<file path="src/dogx_pkg.sv">
`timescale 1ns / 1ps

package dogx_pkg;

  localparam int unsigned PixW    = 8;
  localparam int unsigned TripleW = 3 * PixW;
  localparam int unsigned RowOutW = 12;
  localparam int unsigned ColOutW = 10;

  localparam int unsigned MaxWidthDef  = 1024;
  localparam int unsigned MaxHeightDef = 4096;

  // configuration port
  localparam int unsigned FrameWidthW  = 11;
  localparam int unsigned FrameHeightW = 13;
  localparam int unsigned CfgDataW     = 13;
  localparam int unsigned CfgIdxW      = 2;

  localparam logic [CfgIdxW-1:0] CfgFrameWidth  = 2'd0;
  localparam logic [CfgIdxW-1:0] CfgFrameHeight = 2'd1;

  localparam logic [FrameWidthW-1:0]  FrameWidthRst  = 11'd640;
  localparam logic [FrameHeightW-1:0] FrameHeightRst = 13'd480;

  // one raster position of all three layers: {above, mid, below}
  typedef logic [TripleW-1:0] triple_t;

  // one window column, three consecutive rows, top is the oldest
  typedef struct packed {
    triple_t top;
    triple_t mid;
    triple_t bot;
  } column_t;

  // which centers an input completes, and which window edges lie in the frame
  typedef struct packed {
    logic [3:0] cand;    // (i-1,j-1), (i-1,j), (i,j-1), (i,j)
    logic       row_ge1;
    logic       row_ge2;
    logic       col_ge1;
    logic       col_ge2;
  } plan_t;

endpackage

</file>
<file path="src/dogx_if.sv">


interface dogx_res_if import dogx_pkg::*; ();
  logic               valid;
  logic               ready;
  logic [RowOutW-1:0] center_row;
  logic [ColOutW-1:0] center_col;
  logic [PixW-1:0]    center_value;
  logic               is_extremum;
  logic               last_of_run;

  modport source (output valid, output center_row, output center_col, output center_value,
                  output is_extremum, output last_of_run, input ready);
  modport sink   (input valid, input center_row, input center_col, input center_value,
                  input is_extremum, input last_of_run, output ready);
endinterface

</file>
<file path="src/dogx_judge.sv">
`timescale 1ns / 1ps

module dogx_judge import dogx_pkg::*; #(
  parameter int unsigned MaxWidth  = MaxWidthDef,
  parameter int unsigned MaxHeight = MaxHeightDef,
  parameter int unsigned ColW      = $clog2(MaxWidth),
  parameter int unsigned RowW      = $clog2(MaxHeight)
) (
  input  logic            clk_i,
  input  logic            rst_ni,
  input  logic            col_valid_i,
  input  column_t         column_i,
  input  plan_t           plan_i,
  input  logic [RowW-1:0] row_i,
  input  logic [ColW-1:0] col_i,
  output logic            col_take_o,
  dogx_res_if.source      res_o
);

  column_t         win_q [3];   // index 0 is the oldest column
  logic [3:0]      c_pend_q;
  plan_t           c_plan_q;
  logic [RowW-1:0] c_row_q;
  logic [ColW-1:0] c_col_q;

  logic               o_valid_q;
  logic [RowOutW-1:0] o_row_q;
  logic [ColOutW-1:0] o_col_q;
  logic [PixW-1:0]    o_value_q;
  logic               o_ext_q;
  logic               o_last_q;

  logic            c_busy;
  logic            o_free;
  logic            c_emit;
  logic            c_last;
  logic            c_load;
  logic [3:0]      pick;
  logic            sel_low_row;
  logic            sel_right;
  column_t         col_l, col_m, col_r;
  logic [2:0]      vr, vc;
  triple_t         ctr_triple;
  logic [PixW-1:0] ctr;
  logic            gt_any, lt_any;
  logic            is_ext;
  logic [RowW-1:0] res_row;
  logic [ColW-1:0] res_col;

  function automatic triple_t pick_row(column_t cl, logic low, logic [1:0] r);
    triple_t t;
    if (low) begin
      t = (r == 2'd0) ? cl.mid : cl.bot;
    end else if (r == 2'd0) begin
      t = cl.top;
    end else if (r == 2'd1) begin
      t = cl.mid;
    end else begin
      t = cl.bot;
    end
    return t;
  endfunction

  assign c_busy     = |c_pend_q;
  assign o_free     = !o_valid_q || res_o.ready;
  assign c_emit     = c_busy && o_free;
  assign pick       = c_pend_q & (~c_pend_q + 4'd1);
  assign c_last     = ((c_pend_q & ~pick) == 4'd0);
  assign col_take_o = !c_busy || (c_emit && c_last);
  assign c_load     = col_valid_i && col_take_o;

  // lower two candidates are centered on the current row, odd ones on the current column
  assign sel_low_row = pick[2] || pick[3];
  assign sel_right   = pick[1] || pick[3];

  always_comb begin
    if (sel_right) begin
      col_l = win_q[1];
      col_m = win_q[2];
      col_r = win_q[2];
      vc    = {1'b0, 1'b1, c_plan_q.col_ge1};
    end else begin
      col_l = win_q[0];
      col_m = win_q[1];
      col_r = win_q[2];
      vc    = {1'b1, 1'b1, c_plan_q.col_ge2};
    end
    if (sel_low_row) begin
      vr = {1'b0, 1'b1, c_plan_q.row_ge1};
    end else begin
      vr = {1'b1, 1'b1, c_plan_q.row_ge2};
    end
  end

  assign ctr_triple = pick_row(col_m, sel_low_row, 2'd1);
  assign ctr        = ctr_triple[2*PixW-1:PixW];

  always_comb begin : p_judge
    triple_t         nbr;
    logic [PixW-1:0] u;
    gt_any = 1'b0;
    lt_any = 1'b0;
    for (int c = 0; c < 3; c++) begin
      for (int r = 0; r < 3; r++) begin
        unique case (c)
          0:       nbr = pick_row(col_l, sel_low_row, 2'(r));
          1:       nbr = pick_row(col_m, sel_low_row, 2'(r));
          default: nbr = pick_row(col_r, sel_low_row, 2'(r));
        endcase
        for (int l = 0; l < 3; l++) begin
          u = nbr[l*PixW +: PixW];
          if (!(r == 1 && c == 1 && l == 1) && vr[r] && vc[c]) begin
            if (ctr > u) gt_any = 1'b1;
            if (ctr < u) lt_any = 1'b1;
          end
        end
      end
    end
  end

  // flat windows and mixed windows are both rejected
  assign is_ext  = (gt_any || lt_any) && !(gt_any && lt_any);
  assign res_row = sel_low_row ? c_row_q : c_row_q - RowW'(1);
  assign res_col = sel_right ? c_col_q : c_col_q - ColW'(1);

  always_ff @(posedge clk_i or negedge rst_ni) begin
    if (!rst_ni) begin
      for (int k = 0; k < 3; k++) begin
        win_q[k] <= '0;
      end
      c_pend_q  <= '0;
      o_valid_q <= 1'b0;
    end else begin
      if (c_load) begin
        win_q[0] <= win_q[1];
        win_q[1] <= win_q[2];
        win_q[2] <= column_i;
        c_pend_q <= plan_i.cand;
      end else if (c_emit) begin
        c_pend_q <= c_pend_q & ~pick;
      end
      if (c_emit) begin
        o_valid_q <= 1'b1;
      end else if (res_o.ready) begin
        o_valid_q <= 1'b0;
      end
    end
  end

  always_ff @(posedge clk_i) begin
    if (c_load) begin
      c_plan_q <= plan_i;
      c_row_q  <= row_i;
      c_col_q  <= col_i;
    end
    if (c_emit) begin
      o_row_q   <= RowOutW'(res_row);
      o_col_q   <= ColOutW'(res_col);
      o_value_q <= ctr;
      o_ext_q   <= is_ext;
      o_last_q  <= c_last;
    end
  end

  assign res_o.valid        = o_valid_q;
  assign res_o.center_row   = o_row_q;
  assign res_o.center_col   = o_col_q;
  assign res_o.center_value = o_value_q;
  assign res_o.is_extremum  = o_ext_q;
  assign res_o.last_of_run  = o_last_q;

  a_pend_shrinks : assert property (@(posedge clk_i) disable iff (!rst_ni)
    c_busy && !c_load |=> (c_pend_q & ~$past(c_pend_q)) == 4'd0)
    else $error("pending centers grew without a new column");

  a_run_open : assert property (@(posedge clk_i) disable iff (!rst_ni)
    o_valid_q && !o_last_q |-> c_busy)
    else $error("non-final result shown with no centers left in the run");

endmodule

</file>
<file path="src/flat_wrapper.sv">
// flat-port wrapper written by rule: the top's interface ports become plain ports
module dogx_judge_flat import dogx_pkg::*;
#(
  parameter int unsigned MaxWidth  = MaxWidthDef,
  parameter int unsigned MaxHeight = MaxHeightDef,
  parameter int unsigned ColW      = $clog2(MaxWidth),
  parameter int unsigned RowW      = $clog2(MaxHeight)
)
  (clk_i, rst_ni, col_valid_i, column_i, plan_i, row_i, col_i, col_take_o, res_o_valid, res_o_center_row, res_o_center_col, res_o_center_value, res_o_is_extremum, res_o_last_of_run, res_o_ready);
  dogx_res_if res_o_i ();
  input  logic clk_i;
  input  logic rst_ni;
  input  logic col_valid_i;
  input  column_t column_i;
  input  plan_t plan_i;
  input  logic [RowW-1:0] row_i;
  input  logic [ColW-1:0] col_i;
  output logic col_take_o;
  output wire logic [$bits(res_o_i.valid)-1:0] res_o_valid;
  output wire logic [$bits(res_o_i.center_row)-1:0] res_o_center_row;
  output wire logic [$bits(res_o_i.center_col)-1:0] res_o_center_col;
  output wire logic [$bits(res_o_i.center_value)-1:0] res_o_center_value;
  output wire logic [$bits(res_o_i.is_extremum)-1:0] res_o_is_extremum;
  output wire logic [$bits(res_o_i.last_of_run)-1:0] res_o_last_of_run;
  input wire logic [$bits(res_o_i.ready)-1:0] res_o_ready;
  assign res_o_valid = res_o_i.valid;
  assign res_o_center_row = res_o_i.center_row;
  assign res_o_center_col = res_o_i.center_col;
  assign res_o_center_value = res_o_i.center_value;
  assign res_o_is_extremum = res_o_i.is_extremum;
  assign res_o_last_of_run = res_o_i.last_of_run;
  assign res_o_i.ready = res_o_ready;
  dogx_judge #(.MaxWidth(MaxWidth), .MaxHeight(MaxHeight), .ColW(ColW), .RowW(RowW)) u_core (.clk_i(clk_i), .rst_ni(rst_ni), .col_valid_i(col_valid_i), .column_i(column_i), .plan_i(plan_i), .row_i(row_i), .col_i(col_i), .col_take_o(col_take_o), .res_o(res_o_i));
endmodule
</file>
<file path="config.mk">
export PLATFORM = sky130hd
export DESIGN_NAME = dogx_judge_flat
export DESIGN_NICKNAME = d
export VERILOG_FILES = /design/src/dogx_pkg.sv /design/src/dogx_if.sv /design/src/dogx_judge.sv /design/src/flat_wrapper.sv
export SDC_FILE = /design/constraint.sdc
export NUM_CORES = 1
export LEC_CHECK = 0
export ABC_CLOCK_PERIOD_IN_PS = 8000
export BUFFER_PORTS_ARGS = -buffer_cell sky130_fd_sc_hd__buf_2
export CORE_MARGIN = 1.5
export CORE_UTILIZATION = 40
export CTS_CLUSTER_SIZE = 28
export DETAILED_ROUTE_END_ITERATION = 8
export PLACE_DENSITY = 0.56
export SYNTH_ARGS = -nofsm -noshare
export SYNTH_HDL_FRONTEND = slang
export SYNTH_SLANG_ARGS = --single-unit
</file>
<file path="constraint.sdc">
create_clock -name clk_i -period 8 [get_ports clk_i]
set_input_delay 1.2 -clock clk_i [delete_from_list [all_inputs] [get_ports clk_i]]
set_output_delay 1.2 -clock clk_i [all_outputs]
set_load 0.02 [all_outputs]
</file>
---- After elaboration in Yosys (flattened, before gate mapping) ----
Cells that the tools add are included.
cells by class
  add/sub/neg operators ................... 3
  $lt $le $gt $ge ......................... 52
  mux-type cells .......................... 120
  bitwise logic cells ..................... 4
  reduce and logical (&&, ||, !) cells .... 26
operators with widths
  cell                                                count
  greater-than comparator 8 bit                       26
  < comparator 8 bit                                  26
  two-way mux 24 bit                                  6
  two-way mux 72 bit                                  2
  two-way mux 1 bit                                   106
  logical AND 1 bit                                   14
  two-way mux 12 bit                                  1
  subtractor 12 x 1 -> 12 bit, second input constant  1
  two-way mux 10 bit                                  1
  subtractor 10 x 1 -> 10 bit, second input constant  1
  bitwise AND 4 bit                                   2
  two-way mux 4 bit                                   2
  inverter 4 bit                                      2
  two-way mux 3 bit                                   2
  logical OR 1 bit                                    5
  adder 4 x 1 -> 4 bit, second input constant         1
  logical NOT 4 bit                                   1
  nonzero test 2 bit                                  2
  OR reduction 4 bit                                  1
  logical NOT 1 bit                                   3
word-level totals
  bits in registers ....................... 279
  input bits .............................. 106
  output and inout port bits .............. 34
  word-level logic and storage cells ...... 227

---- Logic depth before layout (Yosys ltp) ----
  word-level depth ........................ 62
  mapped depth ............................ 22
  depth with buffers taken out ............ 17

---- Worst setup path before layout ----
Ideal clock, no wire load.
  kind .................................... reg-to-reg
  from .................................... register u_core.c_pend_q[2]
  to ...................................... register u_core.o_ext_q (netlist: u_core.res_o.is_extremum) (data pin)
  setup time .............................. 0.262 ns
  arrival time ............................ 5.419 ns
  required time ........................... 7.738 ns
  setup slack ............................. 2.319 ns
  stages on the path, launching flop included .. 19
  path buffers ............................ 4
  period minus slack after synthesis ...... 5.681 ns
  path through ............................ dfrtp_1 nand2b_1 buf_2 a21oi_1 clkbuf_1 clkbuf_1 buf_1 mux2i_1 a21oi_1 ha_1 a21o_1 a21o_1 a211o_1 a2bb2oi_1 o32ai_1 a22oi_1 o31ai_1 o2111ai_1 xnor2_1
on the way
  word-level cells in the longest chain between the ends .. 62
  elaborated cells on any way between the ends .. 183
RTL lines
  element                                                                     RTL line                              text
  start, declared                                                             dogx_judge.sv:21                      logic [3:0] c_pend_q;
  start signal, assigned                                                      dogx_judge.sv:138                     c_pend_q <= plan_i.cand;
  start signal, assigned                                                      dogx_judge.sv:140                     c_pend_q <= c_pend_q & ~pick;
  inverter 4 bit                                                              dogx_judge.sv:67                      assign pick = c_pend_q & (~c_pend_q + 4'd1);
  adder 4 x 1 -> 4 bit                                                        dogx_judge.sv:67
  bitwise AND 4 bit *                                                         dogx_judge.sv:67
  logical OR 1 bit                                                            dogx_judge.sv:74                      assign sel_right = pick[1] || pick[3];
  two-way mux 72 bit                                                          dogx_judge.sv:77                      if (sel_right) begin
  two-way mux 24 bit *                                                        dogx_judge.sv:52                      if (low) begin
  named net u_core.ctr_triple[13]                                             dogx_judge.sv:43                      triple_t ctr_triple;
  greater-than comparator 8 bit / < comparator 8 bit (equally long branches)  dogx_judge.sv:113, dogx_judge.sv:114
  [... 48 more ...]                                                           n/a
  two-way mux 1 bit, on equally long branches                                 dogx_judge.sv:113, dogx_judge.sv:114
  two-way mux 1 bit                                                           dogx_judge.sv:112                     if (!(r == 1 && c == 1 && l == 1) && vr[r] && vc[c]) begin
  two-way mux 1 bit, on equally long branches                                 dogx_judge.sv:113, dogx_judge.sv:114
  two-way mux 1 bit                                                           dogx_judge.sv:112
  logical AND 1 bit                                                           dogx_judge.sv:122                     assign is_ext = (gt_any || lt_any) && !(gt_any && lt_any);
  logical NOT 1 bit                                                           dogx_judge.sv:122
  logical AND 1 bit *                                                         dogx_judge.sv:122
  named net u_core.is_ext                                                     dogx_judge.sv:46                      logic is_ext;
  end signal, assigned                                                        dogx_judge.sv:160                     o_ext_q <= is_ext;
  end, declared                                                               dogx_judge.sv:30                      logic o_ext_q;
The timed path passes the listed nets; every way through them passes the cells marked *.
A chain may end at the register's enable or synchronous reset.

---- Worst setup path after layout ----
  from .................................... register u_core.c_pend_q[1]
  to ...................................... register u_core.o_ext_q (netlist: u_core.res_o.is_extremum) (data pin)
Same word-level chain as after synthesis.

==> flow_summary.json <==
{
  "status": "complete, no violations",
  "cp_num_buf_inv": 3,
  "holdCritPathClass": "reg -> reg",
  "max-cap-violations": 0,
  "synth_ff_type": "dfrtp_1",
  "numPortBuffers": 139,
  "place_inst": 2590,
  "crit_chain": "inv_1 > a21oi_4 > buf_4 > mux2i_1 > a21oi_2 > buf_4 > ha_1 > a21o_1 > a21o_1 > a211o_1 > a2bb2oi_1 > o32ai_1 > a22oi_1 > o31ai_1 > o2111ai_1 > xnor2_1",
  "reg2reg_to": "u_core.res_o.is_extremum",
  "dr_total_vias": 15054,
  "cp_slowest_cell": "dfrtp_1",
  "post_cts.repair.setup_buffers": 0,
  "core_area_sq_um": 46560,
  "min_to": "u_core.win_q[158]",
  "async_flop_share_pct": 79.21,
  "syn-instance-count": 1920,
  "final_cell_count_no_fill": 2655,
  "grt-ovfl-total": 0,
  "cts_sinks": 279,
  "areaGrowthSynthToFinish_pct": 13.38,
  "fin_crit_sh_pct": 73.37,
  "routedWlPerCell_microns": 21.77,
  "hpwl_microns": 41890,
  "via_per_inst": 5.670,
  "yosysSeqAreaShare_pct": 38.55,
  "maxSlewHeadroom_pct": 7.774,
  "drc": 0,
  "critPathArrivalTime_ns": 6.17,
  "syn_area_per_cell_sq_um": 9.824,
  "reg2regPathDepth": 16,
  "r2r_slack_ns": 2.13,
  "die_w_microns": 220.2,
  "insertion_delay_ns": 0.55,
  "initial_core_util_pct": 40.51,
  "track_usage_pct": 24.11,
  "fin_crit_ns": 5.870,
  "cts_resized": 0,
  "grt_max_degree": 206,
  "layout.cells.most_common_list": "308 x nand2_1, 221 x dfrtp_1, 194 x mux2_2",
  "ant_nets": 0,
  "max_freq_mhz": 170.4,
  "holdBufCountCts": 0,
  "drt_wl_total_microns": 57810,
  "max_stage_delay_ns": 0.80,
  "synth_cell_types": 77,
  "worstSetupPathType": "reg -> reg",
  "cts_tree": "done",
  "drive_above_1_share_pct": 22.12,
  "crit_path_start": "u_core.c_pend_q[1]",
  "ioPinCount": 140,
  "synth-edff-count": 58,
  "place.gp.congestion": 0.9122,
  "cts_buffers": 36,
  "critPathRequiredTime_ns": 8.30,
  "die_y_microns": 220.2,
  "final_common_cell": "nand2_1",
  "clockBufferDepth": 3,
  "cts-root-buf": "clkbuf_16",
  "finalNetCount": 2319,
  "drv_slew": 0,
  "grt_pass1_wl_microns": 88370,
  "clkTransAtPathRegs_ns": 0.06,
  "nFillCells": 4451,
  "ctsHtreeMaxLevel": 2,
  "die_area_sq_um": 48470,
  "min_from": "u_core.win_q[158]",
  "min_path_cells": 1,
  "final_hold_viol_count": 0,
  "antenna_found_initial": 0,
  "syn_nets": 2218,
  "setup_tns_ns": 0,
  "cp_top_family": "compound AO/OA/AOI/OAI gates",
  "final-seq-area_sq_um": 7272,
  "start_kind": "flip-flop",
  "netlist_area_sq_um": 18860,
  "drt_pass1_iterations": 6,
  "cp-end-kind": "flip-flop",
  "multi_input_area_sq_um": 11020,
  "diodes": 0,
  "drt-initial-drc-count": 870,
  "yosys_warnings": 0,
  "rr_startpoint": "u_core.c_pend_q[1]",
  "skew_ns": 0.01618,
  "rows": 79,
  "synth_seq_cells": 279,
  "first_global_vias": 14850,
  "tightest_slew_ns": 1.383,
  "cp_max_fo": 55,
  "setup_viol": 0,
  "rsz0062_at_grt": "no"
}
[cell families (layout without fill, tap and decap cells)]
logic type / after synthesis / in the layout / share of synthesized area, %
AO/OA/AOI/OAI: 361 / 361 / 12.39
XOR/XNOR: 36 / 36 / 1.672
adder cells (fa/ha/maj): 206 / 206 / 13.52
buffers and inverters: 162 / 290 / 3.496
flip-flops: 279 / 279 / 38.55
multiplexers: 281 / 281 / 16.62
AND/OR/NAND/NOR: 595 / 595 / 13.75
[registers in the layout, summed over array words and instances, names as in the netlist]
| signal | cells |
|---|---|
| u_core.c_pend_q | 4 |
| u_core.res_o.last_of_run | 1 |
| u_core.res_o.is_extremum | 1 |
| u_core.res_o.valid | 1 |
| u_core.win_q | 144 |
| u_core.c_row_q | 12 |
| u_core.col_r | 72 |
| u_core.res_o.center_col | 10 |
| u_core.res_o.center_row | 12 |
| u_core.res_o.center_value | 8 |
| u_core.c_plan_q | 4 |
| u_core.c_col_q | 10 |
[cell type report]
class	instances	share of cell area, %
flip-flops and latches	279	34.00
well taps	607	3.551
clock buffers	49	4.827
inverters	65	1.141
clock inverters	16	0.8484
repair buffers	160	4.095
multi-input cells	1479	51.53
[per-stage QoR]
step | utilization (%) | worst slack (ns) | cell area, sq um | hold WS, ns
2_1_floorplan | - | 2.319 | 18860 | 0.4754
3_3_place_gp | 43.33 | 2.347 | 20170 | 0.4843
3_5_place_dp | 43.33 | 2.220 | 20170 | 0.4947
4_1_cts | 45.94 | 2.164 | 21390 | 0.5071
5_1_grt | 45.94 | 1.797 | 21390 | 0.5144
6_report | 45.94 | 2.130 | 21390 | 0.5028
[metal layers]
layer | global-route usage, % | vias up | wire, microns
met5 | 0 | - | 0
met4 | 14.69 | 0 | 3750
met3 | 3.684 | 142 | 2968
met2 | 38.95 | 437 | 26450
met1 | 30.44 | 7347 | 24630
li1 | - | 7128 | -
[synthesized netlist by cell type, types with 7 or more instances]
library cell / n / area share [%]
clkbuf_1: 66 / 1.3
dfrtp_1: 221 / 29
o31ai_1: 7 / 0.28
a31oi_1: 11 / 0.36
o21a_1: 10 / 0.40
inv_1: 65 / 1.3
nor2_1: 126 / 2.5
mux2i_1: 81 / 4.3
a211o_1: 7 / 0.33
nor4_1: 7 / 0.23
and3_1: 11 / 0.36
nand4_1: 32 / 1.1
a211oi_1: 19 / 0.76
ha_1: 192 / 13
xnor2_1: 21 / 0.98
buf_1: 17 / 0.34
mux2_2: 194 / 12
xor2_1: 15 / 0.70
o21ai_0: 50 / 1.3
maj3_1: 8 / 0.42
a21oi_1: 145 / 3.8
o211ai_1: 23 / 0.92
nor3_1: 18 / 0.48
buf_2: 8 / 0.21
nand2_1: 308 / 6.1
a21o_1: 32 / 1.3
nand3_1: 40 / 1.1
nor2b_1: 18 / 0.60
edfxtp_1: 58 / 9.2
[worst max-delay path by stage]
stage | slack (ns) | end | depth (start not counted)
final | 2.13 | u_core.res_o.is_extremum | 16
after floorplan | 2.32 | u_core.res_o.is_extremum | 18
after detailed placement | 2.22 | u_core.res_o.is_extremum | 16
after CTS | 2.16 | u_core.res_o.is_extremum | 16
after global placement | 2.35 | u_core.res_o.is_extremum | 16
after global routing | 1.80 | u_core.res_o.is_extremum | 16
Power is left out: the tool's default activity adds up to more than one toggle a clock period on the data nets, which glitch-free logic cannot reach.
